**config.mk**
```make
export PLATFORM = sky130hd
export DESIGN_NAME = bvm_ctrl
export DESIGN_NICKNAME = d
export VERILOG_FILES = /design/src/hw/rtl/bvm_pkg.sv /design/src/hw/rtl/bvm_ctrl.sv
export SDC_FILE = /design/constraint.sdc
export NUM_CORES = 1
export LEC_CHECK = 0
export BUFFER_PORTS_ARGS = -buffer_cell sky130_fd_sc_hd__buf_2
export CAP_MARGIN = 20
export CORE_UTILIZATION = 56
export DETAILED_ROUTE_END_ITERATION = 7
export GPL_TIMING_DRIVEN = 0
export HOLD_SLACK_MARGIN = 0.08
export PLACE_DENSITY = 0.8
export SLEW_MARGIN = 5
export SYNTH_ARGS = -nofsm -noshare
export SYNTH_HDL_FRONTEND = slang
export SYNTH_SLANG_ARGS = --single-unit
```
**constraint.sdc**
```tcl
create_clock -name clk -period 3.74 [get_ports clk]
set_input_delay 0.374 -clock clk [delete_from_list [all_inputs] [get_ports clk]]
set_output_delay 0.374 -clock clk [all_outputs]
set_load 0.05 [all_outputs]
```
**src/hw/rtl/bvm_pkg.sv**
```systemverilog
`timescale 1ns / 1ps
`default_nettype none
// ----------------------------------------------------------------------------
// Bytecode machine execute unit package
// Shared sizes, opcodes, controller command and datapath status types.
// ----------------------------------------------------------------------------
package bvm_pkg;

    // Machine sizes. STACK_BYTES and NUM_REGS are powers of two, so a wrap is
    // a part-select of the low address bits.
    localparam int NUM_REGS         = 16;
    localparam int STACK_BYTES      = 256;
    localparam int SP_REG_INDEX     = 0;
    localparam int STATUS_REG_INDEX = 1;
    localparam int CONST_BYTES      = 4;

    localparam int WORD_W = 32;
    localparam int MODE_W = 4;
    localparam int RIDX_W = 4;
    localparam int RF_AW  = $clog2(NUM_REGS);
    localparam int STK_AW = $clog2(STACK_BYTES);

    localparam logic [RF_AW-1:0] SP_IDX     = RF_AW'(SP_REG_INDEX % NUM_REGS);
    localparam logic [RF_AW-1:0] STATUS_IDX = RF_AW'(STATUS_REG_INDEX % NUM_REGS);

    typedef enum logic [MODE_W-1:0] {
        OP_MOVCONST = 4'd0,
        OP_MOVREG   = 4'd1,
        OP_PUSH     = 4'd2,
        OP_ADD      = 4'd3,
        OP_ADDREG   = 4'd4,
        OP_SUB      = 4'd5,
        OP_MUL      = 4'd6,
        OP_JMP      = 4'd7,
        OP_HALT     = 4'd8
    } op_t;

    // Commands from the sequencer to the datapath.
    typedef struct packed {
        logic capture;    // latch the instruction and read its registers
        logic take_ops;   // latch the two register operands
        logic exec;       // perform the register-level part of the instruction
        logic pop;        // read one stack byte and step the pointer down
        logic alu;        // combine the two popped words
        logic push;       // step the pointer up and write one stack byte
        logic push_last;  // final pushed byte: write back pointer, advance pc
        logic load_out;   // copy the architectural results to the output
    } bvm_cmd_t;

    // Status from the datapath to the sequencer.
    typedef struct packed {
        logic halted;
        logic is_push;
        logic is_arith;
    } bvm_stat_t;

    // Program counter advance for every opcode that does not jump.
    function automatic logic [WORD_W-1:0] pc_step(input logic [MODE_W-1:0] mode);
        logic [WORD_W-1:0] step;
        unique case (op_t'(mode))
            OP_MOVCONST: step = WORD_W'(2 + CONST_BYTES);
            OP_MOVREG:   step = WORD_W'(3);
            OP_PUSH:     step = WORD_W'(1 + CONST_BYTES);
            OP_ADDREG:   step = WORD_W'(3);
            default:     step = WORD_W'(1);
        endcase
        return step;
    endfunction

endpackage
`default_nettype wire

```
**src/hw/rtl/bvm_ctrl.sv**
```systemverilog
`timescale 1ns / 1ps
`default_nettype none
// ----------------------------------------------------------------------------
// Execute unit sequencer
// Steps each instruction through register reads, stack pops and pushes.
// ----------------------------------------------------------------------------
module bvm_ctrl
    import bvm_pkg::*;
(
    input  wire logic      clk,
    input  wire logic      rst_n,
    input  wire logic      in_valid,
    output logic           in_ready,
    output logic           out_valid,
    input  wire logic      out_ready,
    input  wire bvm_stat_t stat,
    output bvm_cmd_t       cmd
);

    typedef enum logic [7:0] {
        S_IDLE    = 8'b0000_0001,
        S_REGRD   = 8'b0000_0010,
        S_SPRD    = 8'b0000_0100,
        S_POP     = 8'b0000_1000,
        S_POPWAIT = 8'b0001_0000,
        S_ALU     = 8'b0010_0000,
        S_PUSH    = 8'b0100_0000,
        S_DONE    = 8'b1000_0000
    } state_t;

    state_t     state_reg;
    state_t     state_next;
    logic [2:0] cnt_reg;
    logic [2:0] cnt_next;
    logic       out_valid_reg;
    logic       out_valid_next;

    always_comb
    begin
        state_next = state_reg;
        cnt_next   = cnt_reg;
        cmd        = '0;
        in_ready   = 1'b0;
        unique case (state_reg)
            S_IDLE:
            begin
                in_ready = 1'b1;
                if (in_valid)
                begin
                    cmd.capture = 1'b1;
                    state_next  = S_REGRD;
                end
            end
            S_REGRD:
            begin
                cmd.take_ops = 1'b1;
                state_next   = S_SPRD;
            end
            S_SPRD:
            begin
                if (stat.halted)
                begin
                    state_next = S_DONE;
                end
                else
                begin
                    cmd.exec = 1'b1;
                    if (stat.is_push)
                    begin
                        cnt_next   = 3'd3;
                        state_next = S_PUSH;
                    end
                    else if (stat.is_arith)
                    begin
                        cnt_next   = 3'd7;
                        state_next = S_POP;
                    end
                    else
                    begin
                        state_next = S_DONE;
                    end
                end
            end
            S_POP:
            begin
                cmd.pop  = 1'b1;
                cnt_next = cnt_reg - 3'd1;
                if (cnt_reg == 3'd0)
                begin
                    state_next = S_POPWAIT;
                end
            end
            S_POPWAIT:
            begin
                state_next = S_ALU;
            end
            S_ALU:
            begin
                cmd.alu    = 1'b1;
                cnt_next   = 3'd3;
                state_next = S_PUSH;
            end
            S_PUSH:
            begin
                cmd.push = 1'b1;
                cnt_next = cnt_reg - 3'd1;
                if (cnt_reg == 3'd0)
                begin
                    cmd.push_last = 1'b1;
                    state_next    = S_DONE;
                end
            end
            S_DONE:
            begin
                if (!out_valid_reg || out_ready)
                begin
                    cmd.load_out = 1'b1;
                    state_next   = S_IDLE;
                end
            end
            default:
            begin
                state_next = S_IDLE;
            end
        endcase
    end

    always_comb
    begin
        if (cmd.load_out)
        begin
            out_valid_next = 1'b1;
        end
        else if (out_ready)
        begin
            out_valid_next = 1'b0;
        end
        else
        begin
            out_valid_next = out_valid_reg;
        end
    end

    always_ff @(posedge clk or negedge rst_n)
    begin
        if (!rst_n)
        begin
            state_reg     <= S_IDLE;
            cnt_reg       <= 3'd0;
            out_valid_reg <= 1'b0;
        end
        else
        begin
            state_reg     <= state_next;
            cnt_reg       <= cnt_next;
            out_valid_reg <= out_valid_next;
        end
    end

    assign out_valid = out_valid_reg;

endmodule
`default_nettype wire

```
==> results.json, run 1 <==
{
  "detailed_place_hpwl_mm": 1.26,
  "post_synth_xor_area_fraction_pct": 3.29,
  "first_global_vias": 575,
  "post_synth_num_cell_types": 40,
  "post-route-cell-area_sq_um": 933,
  "result_of_the_run": "finished, final reports clean",
  "cp_data_required_time_ps": 3370,
  "worst_hold_path_type": "in2reg",
  "synth_enable_flop_cells": 0,
  "tritoncts.num_buffers": 3,
  "drt-wirelength-per-cell_microns": 13.5,
  "final_net_count": 115,
  "synth.cell_area_sq_um": 798,
  "total_power_uw": 564,
  "setup_repair_after_global_routing_missed_its_margin": "false",
  "drt-pass1-iter-count": 4,
  "cts_resized": 0,
  "postSynth.topFlopCell": "sky130_fd_sc_hd__dfrtp_1",
  "hold-path-cell-count": 2,
  "clock_tree_buffer_depth": 2,
  "dr.first_iter.drc_count": 12,
  "synth_top_family_by_area": "simple AND/OR/NAND/NOR gates",
  "ctsHtreeMaxLevel": 1,
  "syn-mean-instance-area_sq_um": 9.50,
  "setup_ws_pre_cts_ps": 1610,
  "synthesis.instances": 84,
  "critical_path.startpoint_type": "flop",
  "worst-slew-pin-transition_ps": 418,
  "core_area_sq_mm": 0.00132,
  "worst_setup_path_end_kind": "output pin",
  "detailed_place.area_sq_um": 897,
  "worst_path_cell_chain": "nor2_2 -> nand2_1 -> or3_4 -> nor3_1 -> and2_1 -> buf_2",
  "yosys_warnings": 0,
  "final_instance_count_excl_fillers": 120,
  "setup_violations": 0,
  "final_min_period_over_clock_period_pct": 65.1,
  "r2r_cells": 5,
  "overflow": 0,
  "antenna_left": 0,
  "fillers": 107,
  "tritoncts_num_sinks": 12,
  "register_area_share_after_synthesis_pct": 37.8,
  "route.vias.total": 675,
  "remaining_drcs": 0,
  "dp.cells": 115,
  "leading_cell_type_in_the_layout_fill_and_taps_excluded": "sky130_fd_sc_hd__buf_2",
  "critPathBufInv": 1,
  "diodes": 0,
  "die_height_microns": 39.8,
  "grt_max_degree": 13,
  "synth.net_count": 93,
  "placement_rows": 13,
  "worst_path_dominant_cell_family": "simple AND/OR/NAND/NOR gates",
  "grt_usage_pct": 24.5,
  "cellPowerDensity_mw_per_mm2": 604,
  "post-cts-setup-buffer-count": 0,
  "area.growth.synth_to_final_pct": 16.9,
  "post_synth_fa_ha_maj_area_fraction_pct": 3.13,
  "muxShareOfSynthArea_pct": 1.25,
  "critical_path_arrival_ps": 2060,
  "cts_hold_buf": 1,
  "final_max_slew_viol_count": 0,
  "clock_skew_ps": 6.40,
  "fraction_of_the_mapped_netlist_area_in_simple_logic_gates_pct": 33.9,
  "wire_length_of_the_first_global_routing_pass_mm": 2.46,
  "tritoncts": "done",
  "avgViaCountPerCell": 5.63,
  "static-leakage-power_nw": 0.508,
  "route.final.wire_length_mm": 1.62,
  "synth_async_reset_ratio_pct": 100,
  "max_freq_mhz": 411,
  "count_of_final_hold_check_violations": 0,
  "cpMaxStageDelayCell": "sky130_fd_sc_hd__dfrtp_1",
  "cts.reportedPaths.clkPinSlew_ps": 80,
  "top_level_ports": 17,
  "die_area_sq_mm": 0.00158,
  "worst-path-max-fanout": 5,
  "layout-drive-gt1-share_pct": 28.6,
  "vdd_drop_max_uv": 513,
  "cts_root_buf": "sky130_fd_sc_hd__clkbuf_4",
  "layout_common_cells": "17 x sky130_fd_sc_hd__buf_2, 11 x sky130_fd_sc_hd__nand2_1, 11 x sky130_fd_sc_hd__dfrtp_1",
  "worstSkewPairLatency_ps": 270,
  "gp_congestion": 0.718,
  "fin_worst_hold_slack_ps": 359,
  "relSlewSlack_pct": 71.8,
  "final_critical_path_setup_slack_ps": 1300,
  "worst-setup-path-type": "reg2out",
  "max_stage_delay_ps": 450,
  "start_util_pct": 60.6,
  "totalNegativeSetupSlack_ps": 0,
  "grt_antenna_before_repair": 0,
  "drv.max_cap_violation_count": 0,
  "buffer_ports.inserted": 16,
  "timing.final.crit_period_ps": 2440,
  "timing.critical_path.depth": 6,
  "synth-seq-cells": 12,
  "post-route-util_pct": 70.8,
  "die_width_microns": 39.8,
  "synth_compound_gate_area_share_pct": 15.8,
  "number_of_flip_flops_in_the_largest_register": 8
}
## worst paths after layout
| kind | from | end | slack [ps] |
|---|---|---|---|
| max in group asynchronous | rst_n | state_reg[0]$_DFFE_PN1P_ | 2950 |
| max reg2reg | state_reg[1]$_DFFE_PN0P_ | cnt_reg[2]$_DFFE_PN0P_ | 1950 |
| min in group asynchronous | rst_n | state_reg[4]$_DFFE_PN0P_ | 510 |
| min reg2reg | cnt_reg[0]$_DFFE_PN0P_ | cnt_reg[0]$_DFFE_PN0P_ | 510 |
| min | stat[0] | state_reg[3]$_DFFE_PN0P_ | 360 |
| max | state_reg[6]$_DFFE_PN0P_ | cmd[7] | 1300 |
## power breakdown
group,internal (mW),switching (mW),leakage (nW)
Sequential,0.161,0.0333,0.150
Combinational,0.106,0.179,0.343
Clock,0.0413,0.0434,0.0150
## area by class of cell
| cell class | instances | area [sq um] | area share (%) |
|---|---|---|---|
| Tap cell | 15 | 18.8 | 2.01 |
| Inverter | 7 | 26.3 | 2.82 |
| Multi-Input combinational cell | 63 | 458 | 49.1 |
| Timing Repair Buffer | 17 | 90.1 | 9.65 |
| Buffer | 2 | 12.5 | 1.34 |
| Clock buffer | 4 | 26.3 | 2.82 |
| Sequential cell | 12 | 302 | 32.3 |
## logic make-up after synthesis
group                    after synthesis
flip-flops                            12
buffers and inverters                  9
AO/OA/AOI/OAI                         13
XOR/XNOR                               3
multiplexers                           1
AND/OR/NAND/NOR                       44
adder cells (fa/ha/maj)                2
## Yosys cell counts (2+ instances only)
library cell / instances / area, sq um
sky130_fd_sc_hd__a32o_1: 2 / 20.0
sky130_fd_sc_hd__and2_1: 2 / 12.5
sky130_fd_sc_hd__dfrtp_1: 11 / 275
sky130_fd_sc_hd__ha_1: 2 / 25.0
sky130_fd_sc_hd__inv_1: 7 / 26.3
sky130_fd_sc_hd__nand2_1: 11 / 41.3
sky130_fd_sc_hd__nand2b_1: 2 / 12.5
sky130_fd_sc_hd__nand4b_1: 2 / 17.5
sky130_fd_sc_hd__nor2_1: 10 / 37.5
sky130_fd_sc_hd__nor2b_1: 2 / 12.5
sky130_fd_sc_hd__nor3_1: 3 / 15.0
sky130_fd_sc_hd__xor2_1: 2 / 17.5
## per-layer routing
metal | wire, microns | share of wire (%) | track usage [%]
met5 | 0 | 0 | 0
met1 | 795 | 49 | 29.7
met3 | 73 | 4.5 | 5.11
met2 | 727 | 45 | 39.8
met4 | 26 | 1.6 | 12.9
No activity file was read; power rests on OpenSTA's default activity.
==> run 2, diff against run 1 <==
--- a/config.mk
+++ b/config.mk
@@ -7,11 +7,11 @@
 export LEC_CHECK = 0
 export BUFFER_PORTS_ARGS = -buffer_cell sky130_fd_sc_hd__buf_2
 export CAP_MARGIN = 20
-export CORE_UTILIZATION = 56
+export CORE_UTILIZATION = 47
 export DETAILED_ROUTE_END_ITERATION = 7
 export GPL_TIMING_DRIVEN = 0
 export HOLD_SLACK_MARGIN = 0.08
-export PLACE_DENSITY = 0.8
+export PLACE_DENSITY = 0.71
 export SLEW_MARGIN = 5
 export SYNTH_ARGS = -nofsm -noshare
 export SYNTH_HDL_FRONTEND = slang
==> constraint.sdc (replaced) <==
create_clock -name clk -period 1.96 [get_ports clk]
set_input_delay 0.196 -clock clk [delete_from_list [all_inputs] [get_ports clk]]
set_output_delay 0.196 -clock clk [all_outputs]
set_load 0.05 [all_outputs]
==> run 2 against run 1 <==
Effect of this change:
- the run now ends with setup timing left
- combinational power rose to 2.9 times the previous value
- via count rose by 19%
- non-clock buffer count rose by 18
- critical endpoint unchanged
- largest cell class unchanged
==> results.json, run 2 (synthesis gave the netlist of run 1 again) <==
{
  "vdd_drop_max_uv": 695,
  "critPathBufInv": 1,
  "intPower_uw": 808,
  "reg2reg_slack_ps": 110,
  "critical_path.startpoint_type": "flop",
  "cpMaxStageDelayCell": "sky130_fd_sc_hd__dfrtp_2",
  "final_critical_path_setup_slack_ps": -58.6,
  "tritoncts.num_buffers": 3,
  "route.vias.total": 803,
  "worst_hold_path_type": "in2reg",
  "die_area_sq_mm": 0.00187,
  "max_stage_delay_ps": 450,
  "buffer_ports.inserted": 16,
  "cp_data_required_time_ps": 1760,
  "critical_path.endpoint": "cmd[7]",
  "remaining_drcs": 0,
  "post-route-cell-area_sq_mm": 0.00117,
  "final_net_count": 133,
  "cp-startpoint": "state_reg[2]$_DFFE_PN0P_",
  "layout-drive-gt1-share_pct": 50.4,
  "setup_violations": 3,
  "pwr-share-clk_pct": 14.7,
  "leading_cell_type_in_the_layout_fill_and_taps_excluded": "sky130_fd_sc_hd__buf_4",
  "grt_antenna_before_repair": 0,
  "antenna_left": 0,
  "fillers": 103,
  "start_util_pct": 51.8,
  "dr.first_iter.drc_count": 28,
  "failed_checks": "setup timing",
  "static-leakage-power_nw": 0.611,
  "totalNegativeSetupSlack_ps": -99.7,
  "wire_length_of_the_first_global_routing_pass_mm": 3.31,
  "setup_repair_after_global_routing_missed_its_margin": "true",
  "drt-pass1-iter-count": 4,
  "count_of_final_hold_check_violations": 0,
  "grt_usage_pct": 24.3,
  "worst-slew-pin-transition_ps": 403,
  "avgViaCountPerCell": 5.78,
  "setup_ws_pre_cts_ps": 9.45,
  "ctsHtreeMaxLevel": 1,
  "drt-wirelength-per-cell_microns": 15.2,
  "result_of_the_run": "finished, violations left",
  "diodes": 0,
  "relSlewSlack_pct": 73.1,
  "timing.critical_path.depth": 6,
  "placement_rows": 14,
  "number_of_flip_flops_in_the_largest_register": 8,
  "gp_congestion": 0.845,
  "clock_skew_ps": 4.19,
  "detailed_place.area_sq_um": 915,
  "combPwrFrac_pct": 58.8,
  "max_freq_mhz": 495,
  "first_global_vias": 739,
  "grt_max_degree": 13,
  "worst-path-max-fanout": 3,
  "seq_power_share_pct": 26.5,
  "detailed_place_hpwl_mm": 1.22,
  "overflow": 0,
  "final_min_period_over_clock_period_pct": 103,
  "tritoncts": "done",
  "worst_setup_path_end_kind": "output pin",
  "critical_path_arrival_ps": 1820,
  "route.final.wire_length_mm": 2.12,
  "dp.cells": 116,
  "timing.final.crit_period_ps": 2020,
  "core_area_sq_mm": 0.00154,
  "worst-setup-path-type": "reg2out",
  "die_width_microns": 43.2,
  "worst_path_dominant_cell_family": "simple AND/OR/NAND/NOR gates",
  "r2r_cells": 7,
  "die_height_microns": 43.2,
  "final_instance_count_excl_fillers": 139,
  "cellPowerDensity_mw_per_mm2": 1190,
  "r2r_end": "cnt_reg[2]$_DFFE_PN0P_",
  "netSwitchingFraction_pct": 42.0,
  "final_max_slew_viol_count": 0,
  "worst_path_cell_chain": "nor2_4 -> nand2_2 -> or3_4 -> nor3_4 -> and2_4 -> buf_8",
  "layout_common_cells": "21 x sky130_fd_sc_hd__buf_4, 11 x sky130_fd_sc_hd__buf_2, 10 x sky130_fd_sc_hd__nand2_1",
  "drv.max_cap_violation_count": 0,
  "area.growth.synth_to_final_pct": 46.2,
  "worstSkewPairLatency_ps": 280,
  "top_level_ports": 17,
  "tritoncts_num_sinks": 12,
  "crit-reg2reg-launch": "state_reg[6]$_DFFE_PN0P_",
  "cts.reportedPaths.clkPinSlew_ps": 80,
  "total_power_mw": 1.39,
  "p_sw_uw": 584,
  "cts_root_buf": "sky130_fd_sc_hd__clkbuf_4",
  "clock_tree_buffer_depth": 2
}
run 2: per-stage QoR:
stage                     hold WS (ps)  util [%]
after global placement            90.0      59.3
after floorplan                  -99.6         -
after CTS                          174      71.1
after detailed placement          92.1      59.3
final                              182      75.7
after global routing               176      75.7
run 2: routing by layer:
metal  global-route usage [%]  wire, microns  vias up
li1                         -              -      373
met1                     31.6            874      390
met2                     39.4           1080       32
met3                     3.83            111        8
met4                     10.9             54        0
met5                        0              0        -
run 2: what timing repair did:
action                                  4_1_cts  5_1_grt
endpoints found under the setup margin        8        8
hold buffers                                  1        0
endpoints found under the hold margin        12        0
setup buffers                                13        6
pin swaps                                     7        6
gates resized for setup                      15        8
run 2: area by class of cell:
cell class	instances	area (sq um)	share of cell area, %
timing repair buffer	36	264	22.6
clock buffer	4	36.3	3.11
buffer	1	7.51	0.643
inverter	7	26.3	2.25
tap	16	20.0	1.71
sequential	12	308	26.4
multi-input combinational	63	505	43.3
run 2: how the worst min path moves through the flow:
stage / from / endpoint / slack, ps / cells past startpoint
floorplan: rst_n / cnt_reg[0]$_DFFE_PN0P_ / -100 / 0
global placement: rst_n / state_reg[1]$_DFFE_PN0P_ / 90 / 1
detailed placement: rst_n / state_reg[1]$_DFFE_PN0P_ / 90 / 1
CTS: stat[0] / state_reg[3]$_DFFE_PN0P_ / 170 / 2
global route: stat[0] / state_reg[3]$_DFFE_PN0P_ / 180 / 2
finish: stat[0] / state_reg[3]$_DFFE_PN0P_ / 180 / 2
run 2: power groups by stage:
stage | Clock (mW) | Combinational [mW] | Sequential [mW]
after CTS | 0.208 | 0.717 | 0.368
after global placement | 0 | 0.564 | 0.377
after global routing | 0.216 | 0.873 | 0.375
after floorplan | 0 | 0.472 | 0.373
final | 0.205 | 0.818 | 0.369
after detailed placement | 0 | 0.575 | 0.380
==> run 3, diff against run 2 <==
--- a/config.mk
+++ b/config.mk
@@ -6,13 +6,11 @@
 export NUM_CORES = 1
 export LEC_CHECK = 0
 export BUFFER_PORTS_ARGS = -buffer_cell sky130_fd_sc_hd__buf_2
-export CAP_MARGIN = 20
 export CORE_UTILIZATION = 47
 export DETAILED_ROUTE_END_ITERATION = 7
 export GPL_TIMING_DRIVEN = 0
 export HOLD_SLACK_MARGIN = 0.08
-export PLACE_DENSITY = 0.71
-export SLEW_MARGIN = 5
+export PLACE_DENSITY_LB_ADDON = 0.3
 export SYNTH_ARGS = -nofsm -noshare
 export SYNTH_HDL_FRONTEND = slang
 export SYNTH_SLANG_ARGS = --single-unit
==> run 3 against run 2 <==
Effect of this change:
- critical path type unchanged
- the flow still finishes with violations (setup timing)
- register-to-register slack improved by 20 ps
- die area stayed put
- design area is 1.2% higher
- non-clock buffer count grew 2
- clock skew fell by 3.7 ps
- clock-buffer cell count is the same
- global-route usage about the same
- flip-flop and latch count unchanged
==> results.json, run 3 (synthesis gave the netlist of run 1 again) <==
{
  "worst_setup_path_end_kind": "output pin",
  "tritoncts_num_sinks": 12,
  "diodes": 0,
  "remaining_drcs": 0,
  "max_stage_delay_ps": 440,
  "grt_usage_pct": 24.3,
  "cts.reportedPaths.clkPinSlew_ps": 70,
  "setup_violations": 4,
  "final_min_period_over_clock_period_pct": 102,
  "dp.cells": 116,
  "tritoncts": "done",
  "cts_root_buf": "sky130_fd_sc_hd__clkbuf_4",
  "grt_antenna_before_repair": 0,
  "failed_checks": "setup timing",
  "critical_path_arrival_ps": 1800,
  "timing.final.crit_period_ps": 2000,
  "worst_path_cell_chain": "nor2_4 -> nand2_2 -> or3_4 -> nor3_4 -> and2_4 -> buf_8",
  "worstSkewPairLatency_ps": 290,
  "route.final.wire_length_mm": 2.20,
  "setup_repair_after_global_routing_missed_its_margin": "true",
  "final_net_count": 135,
  "fillers": 99,
  "tritoncts.num_buffers": 3,
  "placement_rows": 14,
  "leading_cell_type_in_the_layout_fill_and_taps_excluded": "sky130_fd_sc_hd__buf_4",
  "worst_hold_path_type": "in2reg",
  "drv.max_cap_violation_count": 0,
  "layout-drive-gt1-share_pct": 50.4,
  "worst-slew-pin-transition_ps": 411,
  "clock_skew_ps": 0.536,
  "worst-setup-path-type": "reg2out",
  "critPathBufInv": 1,
  "count_of_final_hold_check_violations": 0,
  "grt_max_degree": 13,
  "route.vias.total": 819,
  "core_area_sq_mm": 0.00154,
  "buffer_ports.inserted": 16,
  "critical_path.startpoint_type": "flop",
  "die_height_microns": 43.2,
  "drt-pass1-iter-count": 4,
  "dr.first_iter.drc_count": 51,
  "detailed_place.area_sq_um": 915,
  "drt-wirelength-per-cell_microns": 15.6,
  "worst_path_dominant_cell_family": "simple AND/OR/NAND/NOR gates",
  "fin_worst_hold_slack_ps": 174,
  "die_width_microns": 43.2,
  "avgViaCountPerCell": 5.81,
  "cp_data_required_time_ps": 1760,
  "die_area_sq_mm": 0.00187,
  "overflow": 0,
  "gp_congestion": 0.835,
  "area.growth.synth_to_final_pct": 48.0,
  "post-route-util_pct": 76.6,
  "top_level_ports": 17,
  "final_max_slew_viol_count": 0,
  "detailed_place_hpwl_mm": 1.24,
  "total_power_mw": 1.36,
  "final_critical_path_setup_slack_ps": -38.5,
  "wire_length_of_the_first_global_routing_pass_mm": 3.31,
  "number_of_flip_flops_in_the_largest_register": 8,
  "max_freq_mhz": 500,
  "layout_common_cells": "23 x sky130_fd_sc_hd__buf_4, 11 x sky130_fd_sc_hd__buf_2, 10 x sky130_fd_sc_hd__nand2_1",
  "vdd_drop_max_uv": 701,
  "totalNegativeSetupSlack_ps": -85.5,
  "setup_ws_pre_cts_ps": 2.67,
  "first_global_vias": 747,
  "result_of_the_run": "finished, violations left",
  "ctsHtreeMaxLevel": 1,
  "clock_tree_buffer_depth": 2,
  "final_instance_count_excl_fillers": 141,
  "cellPowerDensity_mw_per_mm2": 1150,
  "post-route-cell-area_sq_mm": 0.00118,
  "start_util_pct": 51.8,
  "antenna_left": 0,
  "relSlewSlack_pct": 72.5,
  "static-leakage-power_nw": 0.620,
  "worst-path-max-fanout": 3,
  "cpMaxStageDelayCell": "sky130_fd_sc_hd__dfrtp_2"
}
[run 3: changes by cell type in the layout (fill, tap and decap cells not counted)]
cell | before | now
sky130_fd_sc_hd__buf_4 | 21 | 23
sky130_fd_sc_hd__buf_6 | 3 | 2
sky130_fd_sc_hd__buf_8 | 1 | 2
sky130_fd_sc_hd__clkbuf_1 | 0 | 1
sky130_fd_sc_hd__clkbuf_8 | 1 | 0
sky130_fd_sc_hd__nor2b_2 | 1 | 0
sky130_fd_sc_hd__nor2b_4 | 0 | 1
[run 3: worst reg2reg max path, delay by kind of cell (launching register included)]
family	cells	cell delay, ps
flops	1	440
simple gates	3	560
compound gates	2	620
buf+inv	1	160
[run 3: report_power, final]
part / total (mW) / switching [mW] / internal (mW)
sequential: 0.371 / 0.0596 / 0.311
combinational: 0.819 / 0.434 / 0.385
clock: 0.169 / 0.0894 / 0.0793
[run 3: what timing repair did]
action	4_1_cts	5_1_grt
pin swaps	7	10
endpoints found under the setup margin	8	8
cloned	0	0
buffers inserted	15	6
hold buffers	1	0
resized for setup	17	7
endpoints found under the hold margin	12	0
[run 3: final timing paths]
path	startpoint	to	slack (ps)	cells past startpoint
min	stat[0]	state_reg[3]$_DFFE_PN0P_	170	2
min reg2reg	cnt_reg[0]$_DFFE_PN0P_	cnt_reg[0]$_DFFE_PN0P_	500	1
max	state_reg[2]$_DFFE_PN0P_	cmd[7]	-40	6
max in group asynchronous	rst_n	state_reg[0]$_DFFE_PN1P_	1380	2
min in group asynchronous	rst_n	state_reg[2]$_DFFE_PN0P_	310	2
max reg2reg	state_reg[2]$_DFFE_PN0P_	state_reg[0]$_DFFE_PN1P_	130	6
[run 3: area by class of cell]
type	instances	area, sq um	area share (%)
clock buffers	4	26.3	2.22
flip-flops and latches	12	308	26.1
well taps	16	20.0	1.69
repair buffers	38	283	23.9
plain buffers	1	7.51	0.636
inverters	7	26.3	2.22
multi-input cells	63	510	43.2
[run 3: routing by layer]
layer  track usage [%]  share of wire [%]  wire [microns]  up-vias
met5                 0                  0               0        -
met4              7.27                2.0              44        0
met3              6.38                6.1             134       10
met2              40.6                 50            1090       36
met1              30.4                 42             933      396
li1                  -                  -               -      377
